[src/hdl/hba_pkg.sv]
// Shared types and constants for the heap block allocator.
// No dependencies.
`default_nettype none
package hba_pkg;
    localparam int TABLE_DEPTH  = 64;
    localparam int IDX_W        = 7;
    localparam int SLOT_W       = 6;
    localparam logic [IDX_W-1:0] NULL_IDX = 7'd64;

    localparam logic [2:0] ST_OK         = 3'd0;
    localparam logic [2:0] ST_NO_HEAP    = 3'd1;
    localparam logic [2:0] ST_ZERO_SIZE  = 3'd2;
    localparam logic [2:0] ST_BAD_ADDR   = 3'd3;
    localparam logic [2:0] ST_TABLE_FULL = 3'd4;

    localparam logic [1:0] FIT_FIRST = 2'd0;
    localparam logic [1:0] FIT_BEST  = 2'd1;
    localparam logic [1:0] FIT_WORST = 2'd2;
    localparam logic [1:0] FIT_NEXT  = 2'd3;

    localparam logic FUNC_ALLOC   = 1'b0;
    localparam logic FUNC_RELEASE = 1'b1;

    localparam logic CFG_FIT_MODE   = 1'b0;
    localparam logic CFG_HEAP_LIMIT = 1'b1;

    typedef struct packed {
        logic [15:0]      start;
        logic [15:0]      size;
        logic             is_free;
        logic [IDX_W-1:0] next;
        logic [IDX_W-1:0] prev;
    } entry_t;

    localparam int ENTRY_W = $bits(entry_t);

    typedef struct packed {
        logic [6:0]  block_count;
        logic [1:0]  merges;
        logic        did_split;
        logic        grew;
        logic [15:0] granted_size;
        logic [15:0] data_addr;
        logic [2:0]  status;
    } result_t;
endpackage
`default_nettype wire

[src/hdl/hba_ram.sv]
// Block table memory: one write port, one read port, registered read data.
// No dependencies.
`default_nettype none
module hba_ram #(
    parameter int DATA_W = 8,
    parameter int ADDR_W = 6
) (
    input  wire logic              clk,
    input  wire logic              we,
    input  wire logic [ADDR_W-1:0] waddr,
    input  wire logic [DATA_W-1:0] wdata,
    input  wire logic [ADDR_W-1:0] raddr,
    output logic      [DATA_W-1:0] rdata
);
    logic [DATA_W-1:0] mem [2**ADDR_W];

    always_ff @(posedge clk)
    begin
        if (we)
        begin
            mem[waddr] <= wdata;
        end
        rdata <= mem[raddr];
    end
endmodule
`default_nettype wire

[src/hdl/heap_block_allocator_core.sv]
// Heap block allocator: list walker and update sequencer around the block table RAM.
// Depends on hba_pkg and hba_ram.
// Allocate walks the block list; release walks it up to the matching block.
// One transaction in flight; the next is taken while the result waits in its register.
// Reset: async, active low; clears valid bits and list state, no clearing pass.
`default_nettype none
module heap_block_allocator_core
    import hba_pkg::*;
(
    input  wire logic        clk,
    input  wire logic        rst_n,
    input  wire logic        s_tvalid,
    output logic             s_tready,
    input  wire logic [31:0] s_tdata,   // request_size, release_addr
    input  wire logic        s_tuser,   // func
    output logic             m_tvalid,
    input  wire logic        m_tready,
    output logic      [47:0] m_tdata,   // status, data_addr, granted_size, grew, did_split,
                                        // merges, block_count, zero pad
    input  wire logic        cfg_valid,
    output logic             cfg_ready,
    input  wire logic        cfg_index,
    input  wire logic [16:0] cfg_data
);
    localparam logic [4:0] S_IDLE    = 5'd0;
    localparam logic [4:0] S_WALK    = 5'd1;
    localparam logic [4:0] S_WALK_Q  = 5'd2;
    localparam logic [4:0] S_CHOSEN  = 5'd3;
    localparam logic [4:0] S_PICK_Q  = 5'd4;
    localparam logic [4:0] S_WR_E    = 5'd5;
    localparam logic [4:0] S_RWALK   = 5'd6;
    localparam logic [4:0] S_RWALK_Q = 5'd7;
    localparam logic [4:0] S_R_NX    = 5'd8;
    localparam logic [4:0] S_R_NX_Q  = 5'd9;
    localparam logic [4:0] S_R_PV    = 5'd10;
    localparam logic [4:0] S_R_PV_Q  = 5'd11;
    localparam logic [4:0] S_R_WR    = 5'd12;
    localparam logic [4:0] S_FIX_RD  = 5'd13;
    localparam logic [4:0] S_FIX_Q   = 5'd14;
    localparam logic [4:0] S_DONE    = 5'd15;

    logic [4:0]             state_reg, state_next;
    logic [1:0]             fit_mode_reg, fit_mode_next;
    logic [16:0]            heap_limit_reg, heap_limit_next;
    logic [IDX_W-1:0]       head_reg, head_next, tail_reg, tail_next, rover_reg, rover_next;
    logic [16:0]            top_reg, top_next;
    logic [TABLE_DEPTH-1:0] in_use_reg, in_use_next;
    logic [6:0]             count_reg, count_next;
    logic                   func_reg, func_next;
    logic [16:0]            size_reg, size_next;
    logic [15:0]            addr_reg, addr_next;
    logic [IDX_W-1:0]       cur_reg, cur_next, begin_reg, begin_next;
    logic                   phase_reg, phase_next;
    logic [IDX_W-1:0]       pick_reg, pick_next;
    logic [15:0]            pick_size_reg, pick_size_next;
    entry_t                 e_reg, e_next;
    logic [IDX_W-1:0]       ei_reg, ei_next;
    logic [IDX_W-1:0]       fix_idx_reg, fix_idx_next, fix_val_reg, fix_val_next;
    logic                   fix_prev_reg, fix_prev_next;
    logic [4:0]             fix_ret_reg, fix_ret_next;
    logic                   need_fix_reg, need_fix_next;
    result_t                res_reg, res_next, out_reg, out_next;
    logic                   m_tvalid_reg, m_tvalid_next;

    logic                   ram_we;
    logic [SLOT_W-1:0]      ram_waddr, ram_raddr;
    entry_t                 ram_wdata, q;
    logic [IDX_W-1:0]       slot_idx;
    logic                   in_acc;
    logic [17:0]            need_top, limit18;

    hba_ram #(.DATA_W(ENTRY_W), .ADDR_W(SLOT_W)) u_ram (
        .clk   (clk),
        .we    (ram_we),
        .waddr (ram_waddr),
        .wdata (ram_wdata),
        .raddr (ram_raddr),
        .rdata (q)
    );

    function automatic logic is_valid(input logic [IDX_W-1:0] i,
                                      input logic [TABLE_DEPTH-1:0] used);
        is_valid = !i[IDX_W-1] && used[i[SLOT_W-1:0]];
    endfunction

    always_comb
    begin
        slot_idx = NULL_IDX;
        for (int i = TABLE_DEPTH - 1; i >= 0; i--)
        begin
            if (!in_use_reg[i])
            begin
                slot_idx = IDX_W'(i);
            end
        end
    end

    assign s_tready  = (state_reg == S_IDLE);
    assign in_acc    = s_tvalid && s_tready;
    assign cfg_ready = 1'b1;
    assign m_tvalid  = m_tvalid_reg;
    assign m_tdata   = {2'b00, out_reg};
    assign need_top  = {1'b0, top_reg} + 18'd32 + {1'b0, size_reg};
    assign limit18   = (heap_limit_reg > 17'h10000) ? 18'h10000 : {1'b0, heap_limit_reg};

    always_comb
    begin
        state_next      = state_reg;
        fit_mode_next   = fit_mode_reg;
        heap_limit_next = heap_limit_reg;
        head_next       = head_reg;
        tail_next       = tail_reg;
        rover_next      = rover_reg;
        top_next        = top_reg;
        in_use_next     = in_use_reg;
        count_next      = count_reg;
        func_next       = func_reg;
        size_next       = size_reg;
        addr_next       = addr_reg;
        cur_next        = cur_reg;
        begin_next      = begin_reg;
        phase_next      = phase_reg;
        pick_next       = pick_reg;
        pick_size_next  = pick_size_reg;
        e_next          = e_reg;
        ei_next         = ei_reg;
        fix_idx_next    = fix_idx_reg;
        fix_val_next    = fix_val_reg;
        fix_prev_next   = fix_prev_reg;
        fix_ret_next    = fix_ret_reg;
        need_fix_next   = need_fix_reg;
        res_next        = res_reg;
        out_next        = out_reg;
        m_tvalid_next   = m_tvalid_reg && !m_tready;
        ram_we          = 1'b0;
        ram_waddr       = cur_reg[SLOT_W-1:0];
        ram_wdata       = e_reg;
        ram_raddr       = cur_reg[SLOT_W-1:0];

        if (cfg_valid && cfg_ready)
        begin
            if (cfg_index == CFG_FIT_MODE)
            begin
                fit_mode_next = cfg_data[1:0];
            end
            else
            begin
                heap_limit_next = cfg_data;
            end
        end

        case (state_reg)
            S_IDLE:
            begin
                if (in_acc)
                begin
                    func_next = s_tuser;
                    size_next = ({1'b0, s_tdata[15:0]} + 17'd3) & ~17'd3;
                    addr_next = s_tdata[31:16];
                    res_next  = '0;
                    pick_next = NULL_IDX;
                    phase_next = 1'b0;
                    if (s_tuser == FUNC_ALLOC)
                    begin
                        if (size_next == 17'd0)
                        begin
                            res_next.status = ST_ZERO_SIZE;
                            state_next = S_DONE;
                        end
                        else
                        begin
                            if (fit_mode_reg == FIT_NEXT && is_valid(rover_reg, in_use_reg))
                            begin
                                cur_next = rover_reg;
                            end
                            else
                            begin
                                cur_next = head_reg;
                            end
                            begin_next = cur_next;
                            state_next = S_WALK;
                        end
                    end
                    else if (s_tdata[31:16] == 16'd0)
                    begin
                        state_next = S_DONE;
                    end
                    else
                    begin
                        cur_next   = head_reg;
                        state_next = S_RWALK;
                    end
                end
            end
            S_WALK:
            begin
                if (!is_valid(cur_reg, in_use_reg) || (phase_reg && cur_reg == begin_reg))
                begin
                    if (fit_mode_reg == FIT_NEXT && !phase_reg)
                    begin
                        phase_next = 1'b1;
                        cur_next   = head_reg;
                    end
                    else
                    begin
                        state_next = S_CHOSEN;
                    end
                end
                else
                begin
                    state_next = S_WALK_Q;
                end
            end
            S_WALK_Q:
            begin
                cur_next   = q.next;
                state_next = S_WALK;
                if (q.is_free && {1'b0, q.size} >= size_reg)
                begin
                    if (fit_mode_reg == FIT_FIRST || fit_mode_reg == FIT_NEXT)
                    begin
                        pick_next  = cur_reg;
                        state_next = S_CHOSEN;
                    end
                    else if (pick_reg == NULL_IDX
                             || (fit_mode_reg == FIT_BEST && q.size < pick_size_reg)
                             || (fit_mode_reg == FIT_WORST && q.size > pick_size_reg))
                    begin
                        pick_next      = cur_reg;
                        pick_size_next = q.size;
                    end
                end
            end
            S_CHOSEN:
            begin
                if (fit_mode_reg == FIT_NEXT)
                begin
                    rover_next = pick_reg;
                end
                if (pick_reg != NULL_IDX)
                begin
                    ram_raddr  = pick_reg[SLOT_W-1:0];
                    state_next = S_PICK_Q;
                end
                else if (need_top > limit18)
                begin
                    res_next.status = ST_NO_HEAP;
                    state_next = S_DONE;
                end
                else if (slot_idx == NULL_IDX)
                begin
                    res_next.status = ST_TABLE_FULL;
                    state_next = S_DONE;
                end
                else
                begin
                    ram_we            = 1'b1;
                    ram_waddr         = slot_idx[SLOT_W-1:0];
                    ram_wdata.start   = top_reg[15:0];
                    ram_wdata.size    = size_reg[15:0];
                    ram_wdata.is_free = 1'b0;
                    ram_wdata.next    = NULL_IDX;
                    ram_wdata.prev    = tail_reg;
                    in_use_next[slot_idx[SLOT_W-1:0]] = 1'b1;
                    count_next = count_reg + 7'd1;
                    top_next   = need_top[16:0];
                    res_next.grew         = 1'b1;
                    res_next.data_addr    = top_reg[15:0] + 16'd32;
                    res_next.granted_size = size_reg[15:0];
                    tail_next = slot_idx;
                    if (is_valid(tail_reg, in_use_reg))
                    begin
                        fix_idx_next  = tail_reg;
                        fix_prev_next = 1'b0;
                        fix_val_next  = slot_idx;
                        fix_ret_next  = S_DONE;
                        state_next    = S_FIX_RD;
                    end
                    else
                    begin
                        head_next  = slot_idx;
                        state_next = S_DONE;
                    end
                end
            end
            S_PICK_Q:
            begin
                e_next         = q;
                e_next.is_free = 1'b0;
                ei_next        = pick_reg;
                need_fix_next  = 1'b0;
                res_next.data_addr    = q.start + 16'd32;
                res_next.granted_size = q.size;
                if ({2'b00, q.size} >= {1'b0, size_reg} + 18'd36 && slot_idx != NULL_IDX)
                begin
                    ram_we            = 1'b1;
                    ram_waddr         = slot_idx[SLOT_W-1:0];
                    ram_wdata.start   = q.start + 16'd32 + size_reg[15:0];
                    ram_wdata.size    = q.size - size_reg[15:0] - 16'd32;
                    ram_wdata.is_free = 1'b1;
                    ram_wdata.next    = q.next;
                    ram_wdata.prev    = pick_reg;
                    in_use_next[slot_idx[SLOT_W-1:0]] = 1'b1;
                    count_next  = count_reg + 7'd1;
                    e_next.size = size_reg[15:0];
                    e_next.next = slot_idx;
                    res_next.granted_size = size_reg[15:0];
                    res_next.did_split    = 1'b1;
                    if (is_valid(q.next, in_use_reg))
                    begin
                        need_fix_next = 1'b1;
                        fix_idx_next  = q.next;
                        fix_prev_next = 1'b1;
                        fix_val_next  = slot_idx;
                        fix_ret_next  = S_DONE;
                    end
                    else
                    begin
                        tail_next = slot_idx;
                    end
                end
                state_next = S_WR_E;
            end
            S_WR_E:
            begin
                ram_we     = 1'b1;
                ram_waddr  = ei_reg[SLOT_W-1:0];
                ram_wdata  = e_reg;
                state_next = need_fix_reg ? S_FIX_RD : S_DONE;
            end
            S_RWALK:
            begin
                if (!is_valid(cur_reg, in_use_reg))
                begin
                    res_next.status = ST_BAD_ADDR;
                    state_next = S_DONE;
                end
                else
                begin
                    state_next = S_RWALK_Q;
                end
            end
            S_RWALK_Q:
            begin
                if (!q.is_free && {1'b0, q.start} + 17'd32 == {1'b0, addr_reg})
                begin
                    e_next         = q;
                    e_next.is_free = 1'b1;
                    ei_next        = cur_reg;
                    state_next     = S_R_NX;
                end
                else
                begin
                    cur_next   = q.next;
                    state_next = S_RWALK;
                end
            end
            S_R_NX:
            begin
                ram_raddr = e_reg.next[SLOT_W-1:0];
                state_next = is_valid(e_reg.next, in_use_reg) ? S_R_NX_Q : S_R_PV;
            end
            S_R_NX_Q:
            begin
                state_next = S_R_PV;
                if (q.is_free)
                begin
                    e_next.size = e_reg.size + 16'd32 + q.size;
                    e_next.next = q.next;
                    if (tail_reg == e_reg.next)
                    begin
                        tail_next = ei_reg;
                    end
                    if (rover_reg == e_reg.next)
                    begin
                        rover_next = ei_reg;
                    end
                    in_use_next[e_reg.next[SLOT_W-1:0]] = 1'b0;
                    count_next = count_reg - 7'd1;
                    res_next.merges = res_reg.merges + 2'd1;
                    if (is_valid(q.next, in_use_reg))
                    begin
                        fix_idx_next  = q.next;
                        fix_prev_next = 1'b1;
                        fix_val_next  = ei_reg;
                        fix_ret_next  = S_R_PV;
                        state_next    = S_FIX_RD;
                    end
                end
            end
            S_R_PV:
            begin
                ram_raddr = e_reg.prev[SLOT_W-1:0];
                state_next = is_valid(e_reg.prev, in_use_reg) ? S_R_PV_Q : S_R_WR;
            end
            S_R_PV_Q:
            begin
                if (q.is_free)
                begin
                    ram_we         = 1'b1;
                    ram_waddr      = e_reg.prev[SLOT_W-1:0];
                    ram_wdata      = q;
                    ram_wdata.size = q.size + 16'd32 + e_reg.size;
                    ram_wdata.next = e_reg.next;
                    if (tail_reg == ei_reg)
                    begin
                        tail_next = e_reg.prev;
                    end
                    if (rover_reg == ei_reg)
                    begin
                        rover_next = e_reg.prev;
                    end
                    in_use_next[ei_reg[SLOT_W-1:0]] = 1'b0;
                    count_next = count_reg - 7'd1;
                    res_next.merges       = res_reg.merges + 2'd1;
                    res_next.granted_size = ram_wdata.size;
                    if (is_valid(e_reg.next, in_use_reg))
                    begin
                        fix_idx_next  = e_reg.next;
                        fix_prev_next = 1'b1;
                        fix_val_next  = e_reg.prev;
                        fix_ret_next  = S_DONE;
                        state_next    = S_FIX_RD;
                    end
                    else
                    begin
                        state_next = S_DONE;
                    end
                end
                else
                begin
                    state_next = S_R_WR;
                end
            end
            S_R_WR:
            begin
                ram_we     = 1'b1;
                ram_waddr  = ei_reg[SLOT_W-1:0];
                ram_wdata  = e_reg;
                res_next.granted_size = e_reg.size;
                state_next = S_DONE;
            end
            S_FIX_RD:
            begin
                ram_raddr  = fix_idx_reg[SLOT_W-1:0];
                state_next = S_FIX_Q;
            end
            S_FIX_Q:
            begin
                ram_we    = 1'b1;
                ram_waddr = fix_idx_reg[SLOT_W-1:0];
                ram_wdata = q;
                if (fix_prev_reg)
                begin
                    ram_wdata.prev = fix_val_reg;
                end
                else
                begin
                    ram_wdata.next = fix_val_reg;
                end
                state_next = fix_ret_reg;
            end
            S_DONE:
            begin
                if (!m_tvalid_reg || m_tready)
                begin
                    out_next             = res_reg;
                    out_next.block_count = count_reg;
                    m_tvalid_next        = 1'b1;
                    state_next           = S_IDLE;
                end
            end
            default:
            begin
                state_next = S_IDLE;
            end
        endcase
    end

    always_ff @(posedge clk or negedge rst_n)
    begin
        if (!rst_n)
        begin
            state_reg      <= S_IDLE;
            fit_mode_reg   <= FIT_FIRST;
            heap_limit_reg <= 17'h10000;
            head_reg       <= NULL_IDX;
            tail_reg       <= NULL_IDX;
            rover_reg      <= NULL_IDX;
            top_reg        <= '0;
            in_use_reg     <= '0;
            count_reg      <= '0;
            m_tvalid_reg   <= 1'b0;
        end
        else
        begin
            state_reg      <= state_next;
            fit_mode_reg   <= fit_mode_next;
            heap_limit_reg <= heap_limit_next;
            head_reg       <= head_next;
            tail_reg       <= tail_next;
            rover_reg      <= rover_next;
            top_reg        <= top_next;
            in_use_reg     <= in_use_next;
            count_reg      <= count_next;
            m_tvalid_reg   <= m_tvalid_next;
        end
    end

    always_ff @(posedge clk)
    begin
        func_reg      <= func_next;
        size_reg      <= size_next;
        addr_reg      <= addr_next;
        cur_reg       <= cur_next;
        begin_reg     <= begin_next;
        phase_reg     <= phase_next;
        pick_reg      <= pick_next;
        pick_size_reg <= pick_size_next;
        e_reg         <= e_next;
        ei_reg        <= ei_next;
        fix_idx_reg   <= fix_idx_next;
        fix_val_reg   <= fix_val_next;
        fix_prev_reg  <= fix_prev_next;
        fix_ret_reg   <= fix_ret_next;
        need_fix_reg  <= need_fix_next;
        res_reg       <= res_next;
        out_reg       <= out_next;
    end

    a_count: assert property (@(posedge clk) disable iff (!rst_n)
        count_reg == 7'($countones(in_use_reg)))
        else $error("block count out of step with valid bits");

    a_ends: assert property (@(posedge clk) disable iff (!rst_n)
        (head_reg == NULL_IDX) == (tail_reg == NULL_IDX))
        else $error("list head and tail disagree on empty");

    a_release_no_grow: assert property (@(posedge clk) disable iff (!rst_n)
        (state_reg != S_IDLE && func_reg == FUNC_RELEASE) |=> $stable(top_reg))
        else $error("heap top moved during release");
endmodule
`default_nettype wire

[config.mk]
export PLATFORM = sky130hd
export DESIGN_NAME = heap_block_allocator_core
export DESIGN_NICKNAME = d
export VERILOG_FILES = /design/src/hdl/hba_pkg.sv /design/src/hdl/hba_ram.sv /design/src/hdl/heap_block_allocator_core.sv
export SDC_FILE = /design/constraint.sdc
export NUM_CORES = 2
export LEC_CHECK = 0
export BUFFER_PORTS_ARGS = -buffer_cell sky130_fd_sc_hd__buf_2
export CORE_ASPECT_RATIO = 0.6
export CORE_MARGIN = 8
export CORE_UTILIZATION = 35
export DETAILED_ROUTE_END_ITERATION = 8
export PLACE_DENSITY_LB_ADDON = 0.2
export SLEW_MARGIN = 20
export SYNTH_ARGS = -nofsm -noshare
export SYNTH_HDL_FRONTEND = slang
export SYNTH_SLANG_ARGS = --single-unit
[constraint.sdc]
create_clock -name clk -period 9.03 [get_ports clk]
set_input_delay 0.903 -clock clk [delete_from_list [all_inputs] [get_ports clk]]
set_output_delay 0.903 -clock clk [all_outputs]
set_load 0.05 [all_outputs]
==> impl_metrics.py <==
metrics = {
    "run_status": {
        "status": "completed",
    },
    "routing": {
        "routed_wirelength_um": 512000,
        "routed_via_density": 5.95,
        "wl_per_cell_um": 32.6,
        "drtIter0Drc": 14976,
        "drt_first_pass_iters": 9,
        "drc": 0,
        "via_count": 93530,
        "antenna_left": 0,
    },
    "floorplan": {
        "core_area_um2": 409000,
        "rows": 182,
        "start_util_pct": 35.1,
        "die_x_um": 844,
        "ios": 107,
        "dieArea_um2": 432000,
        "die_h_um": 513,
    },
    "timing": {
        "skew_ns": 0.0610,
        "worst_pin_slew_ns": 1.32,
        "layout_min_cycle_time_ns": 8.01,
        "max_slew_margin_pct": 11.5,
        "fin_setup_tns_ns": 0,
        "rsz0062_at_grt": "no",
        "hold_ws_ns": 0.0708,
        "min_period_over_period_pct": 88.7,
        "setup_viol": 0,
        "final_max_slew_viol_count": 0,
        "setup_ws_ns": 1.02,
        "fmax_mhz": 125,
        "hold_viol": 0,
    },
    "run": {
        "max-cap-violations": 0,
    },
    "cells_and_area": {
        "layout_commonest_cell": "edfxtp_1",
        "largest_reg_flops": 3008,
        "final_cell_mix": "edfxtp_1, nand2_1, nand3_1",
        "stdcell_area_um2": 165000,
        "drive_above_1_share_pct": 17.0,
        "fillerInstances": 37305,
        "multi_input_area_um2": 40700,
        "nNetsFinal": 10218,
        "syn_to_final_growth_pct": 14.5,
        "regArea_um2": 101000,
    },
    "yosys": {
        "ys_ff_latch": 3410,
        "synth_warnings": 0,
        "syn-instance-count": 9821,
        "ys_async_sr_fraction_pct": 3.84,
        "avgSynthCellArea_um2": 14.6,
        "synth_edf_count": 3232,
        "synthDistinctLibCells": 99,
        "syn-cell-area_um2": 144000,
        "yosysSeqAreaShare_pct": 70.4,
        "synthFlopType": "edfxtp_1",
    },
    "clock_tree": {
        "clk_pin_slew_worst_paths_ns": 0.07,
        "cts_resized": 0,
        "clk_latency_ns": 0.94,
        "cts_hold_buf": 0,
        "cts_buffers": 325,
        "cts_sinks": 3410,
        "htree_levels": 5,
        "cts-root-buf": "clkbuf_16",
        "post_cts_buffers": 0,
        "clock_path_buffers": 4,
        "cts_tree": "built",
    },
    "critical_path": {
        "crit_path_start_kind": "register",
        "critPathMaxStageDelay_ns": 0.71,
        "crit_chain": "ha_1 > ha_1 > a21o_1 > a21o_1 > a21oi_1 > o21ai_0 > a41oi_1 > a211oi_1 > a21oi_1 > o21bai_1 > xor2_1 > ha_1 > a2111o_1 > a21oi_1 > o211ai_1 > and3_1 > a2111oi_2 > buf_4 > nand2_1 > a221oi_2 > buf_4 > nand4bb_1 > nor2_4 > buf_4",
        "critPathCaptureType": "register",
        "worst_ep_required_time_ns": 9.57,
        "arrival_ns": 8.55,
        "crit_family": "compound AO/OA/AOI/OAI gates",
        "crit_path_max_fanout": 26,
        "slowest_stage": "nor2_4",
        "worstSetupPathType": "register to register",
        "worst-path-buf-inv": 3,
    },
    "grt": {
        "overflow": 0,
        "track_usage_pct": 22.7,
        "grt_pass1_vias": 86407,
        "grt_pass1_wl_um": 709000,
        "antenna_found_initial": 73,
        "grt_start_max_net_pins": 157,
    },
    "place": {
        "placed_area_um2": 154000,
        "dp_hpwl_um": 332000,
        "dp_slack_ns": 1.01,
        "gp_congestion": 0.919,
        "port_buffers": 103,
    },
    "hold_path": {
        "min_path_type": "input pin to asynchronous set/reset pin",
    },
}
==> final cells by class <==
class / count / share of cell area (%)
diodes: 35 / 0.0532
clock buffers: 398 / 5.28
clock inverters: 186 / 1.08
inverters: 152 / 0.347
multi-input cells: 5604 / 24.7
flip-flops and latches: 3410 / 61.5
well taps: 5428 / 4.13
repair buffers: 498 / 2.88
==> layer usage <==
layer  part of all wire, %  GRT usage [%]
met1                    46           36.5
met2                    38           28.7
met3                    14           8.10
met4                   2.1           4.30
met5                  0.12          0.805
==> stage by stage <==
| stage | cells | utilization [%] |
|---|---|---|
| 5_1_grt | 15677 | 40.2 |
| 3_5_place_dp | 15091 | 37.6 |
| 6_report | 15711 | 40.2 |
| 3_3_place_gp | 15089 | 37.6 |
| 2_1_floorplan | 9822 | - |
| 4_1_cts | 15675 | 40.2 |
==> synthesized netlist by cell type, drive strengths merged (42+ instances only) <==
| cell type | count | share of area [%] |
|---|---|---|
| a21oi | 245 | 0.87 |
| a22oi | 271 | 1.4 |
| a311oi | 47 | 0.29 |
| a31oi | 172 | 0.75 |
| buf | 176 | 0.57 |
| clkbuf | 480 | 1.3 |
| dfrtp | 127 | 2.2 |
| dfxtp | 47 | 0.65 |
| edfxtp | 3232 | 67 |
| ha | 166 | 1.4 |
| inv | 149 | 0.39 |
| mux2 | 57 | 0.45 |
| mux4 | 485 | 7.6 |
| nand2 | 1708 | 4.5 |
| nand3 | 1154 | 4.0 |
| nand4 | 42 | 0.19 |
| nor2 | 282 | 0.74 |
| nor3 | 57 | 0.20 |
| o21ai | 158 | 0.55 |
| or4 | 55 | 0.29 |
| xnor2 | 81 | 0.49 |
| xor2 | 68 | 0.41 |
==> cell families (layout without fill, tap and decap cells) <==
| kind of cell | after synthesis | count (layout) | share of synthesized area [%] |
|---|---|---|---|
| compound gates | 1211 | 1211 | 5.79 |
| xor+xnor | 153 | 153 | 0.973 |
| fa+ha+maj | 171 | 171 | 1.51 |
| buf+inv | 808 | 1234 | 2.22 |
| flops | 3410 | 3410 | 70.4 |
| mux | 565 | 565 | 8.20 |
| other cells | 2 | 38 | 0.00522 |
| simple gates | 3501 | 3501 | 10.9 |
==> worst register-to-register path: stages (launching register included) <==
cell,delay [ns]
edfxtp_1,0.63
ha_1,0.33
ha_1,0.30
a21o_1,0.13
a21o_1,0.16
a21oi_1,0.11
o21ai_0,0.28
a41oi_1,0.20
a211oi_1,0.38
a21oi_1,0.13
o21bai_1,0.17
xor2_1,0.26
ha_1,0.31
a2111o_1,0.38
a21oi_1,0.19
o211ai_1,0.13
and3_1,0.36
a2111oi_2,0.39
buf_4,0.31
nand2_1,0.11
a221oi_2,0.49
buf_4,0.36
nand4bb_1,0.22
nor2_4,0.71
buf_4,0.55
==> final timing paths <==
path | from | to | slack (ns) | cells past startpoint
setup reg to reg | size_reg[3]$_DFFE_PP_ | u_ram.mem[23][39]$_DFFE_PP_ | 1.02 | 24
setup / recovery | size_reg[3]$_DFFE_PP_ | u_ram.mem[23][39]$_DFFE_PP_ | 1.02 | 24
hold reg to reg | res_reg[0]$_DFFE_PP_ | m_tdata[0]$_DFFE_PP_ | 0.42 | 0
max in group asynchronous | rst_n | in_use_reg[47]$_DFFE_PN0P_ | 7.58 | 2
min in group clk | s_tdata[26] | addr_reg[10]$_DFFE_PP_ | 0.19 | 1
hold / removal | rst_n | top_reg[4]$_DFFE_PN0P_ | 0.07 | 1
Power is left out: the tool's default activity adds up to more than one toggle a clock period on the data nets, which glitch-free logic cannot reach.
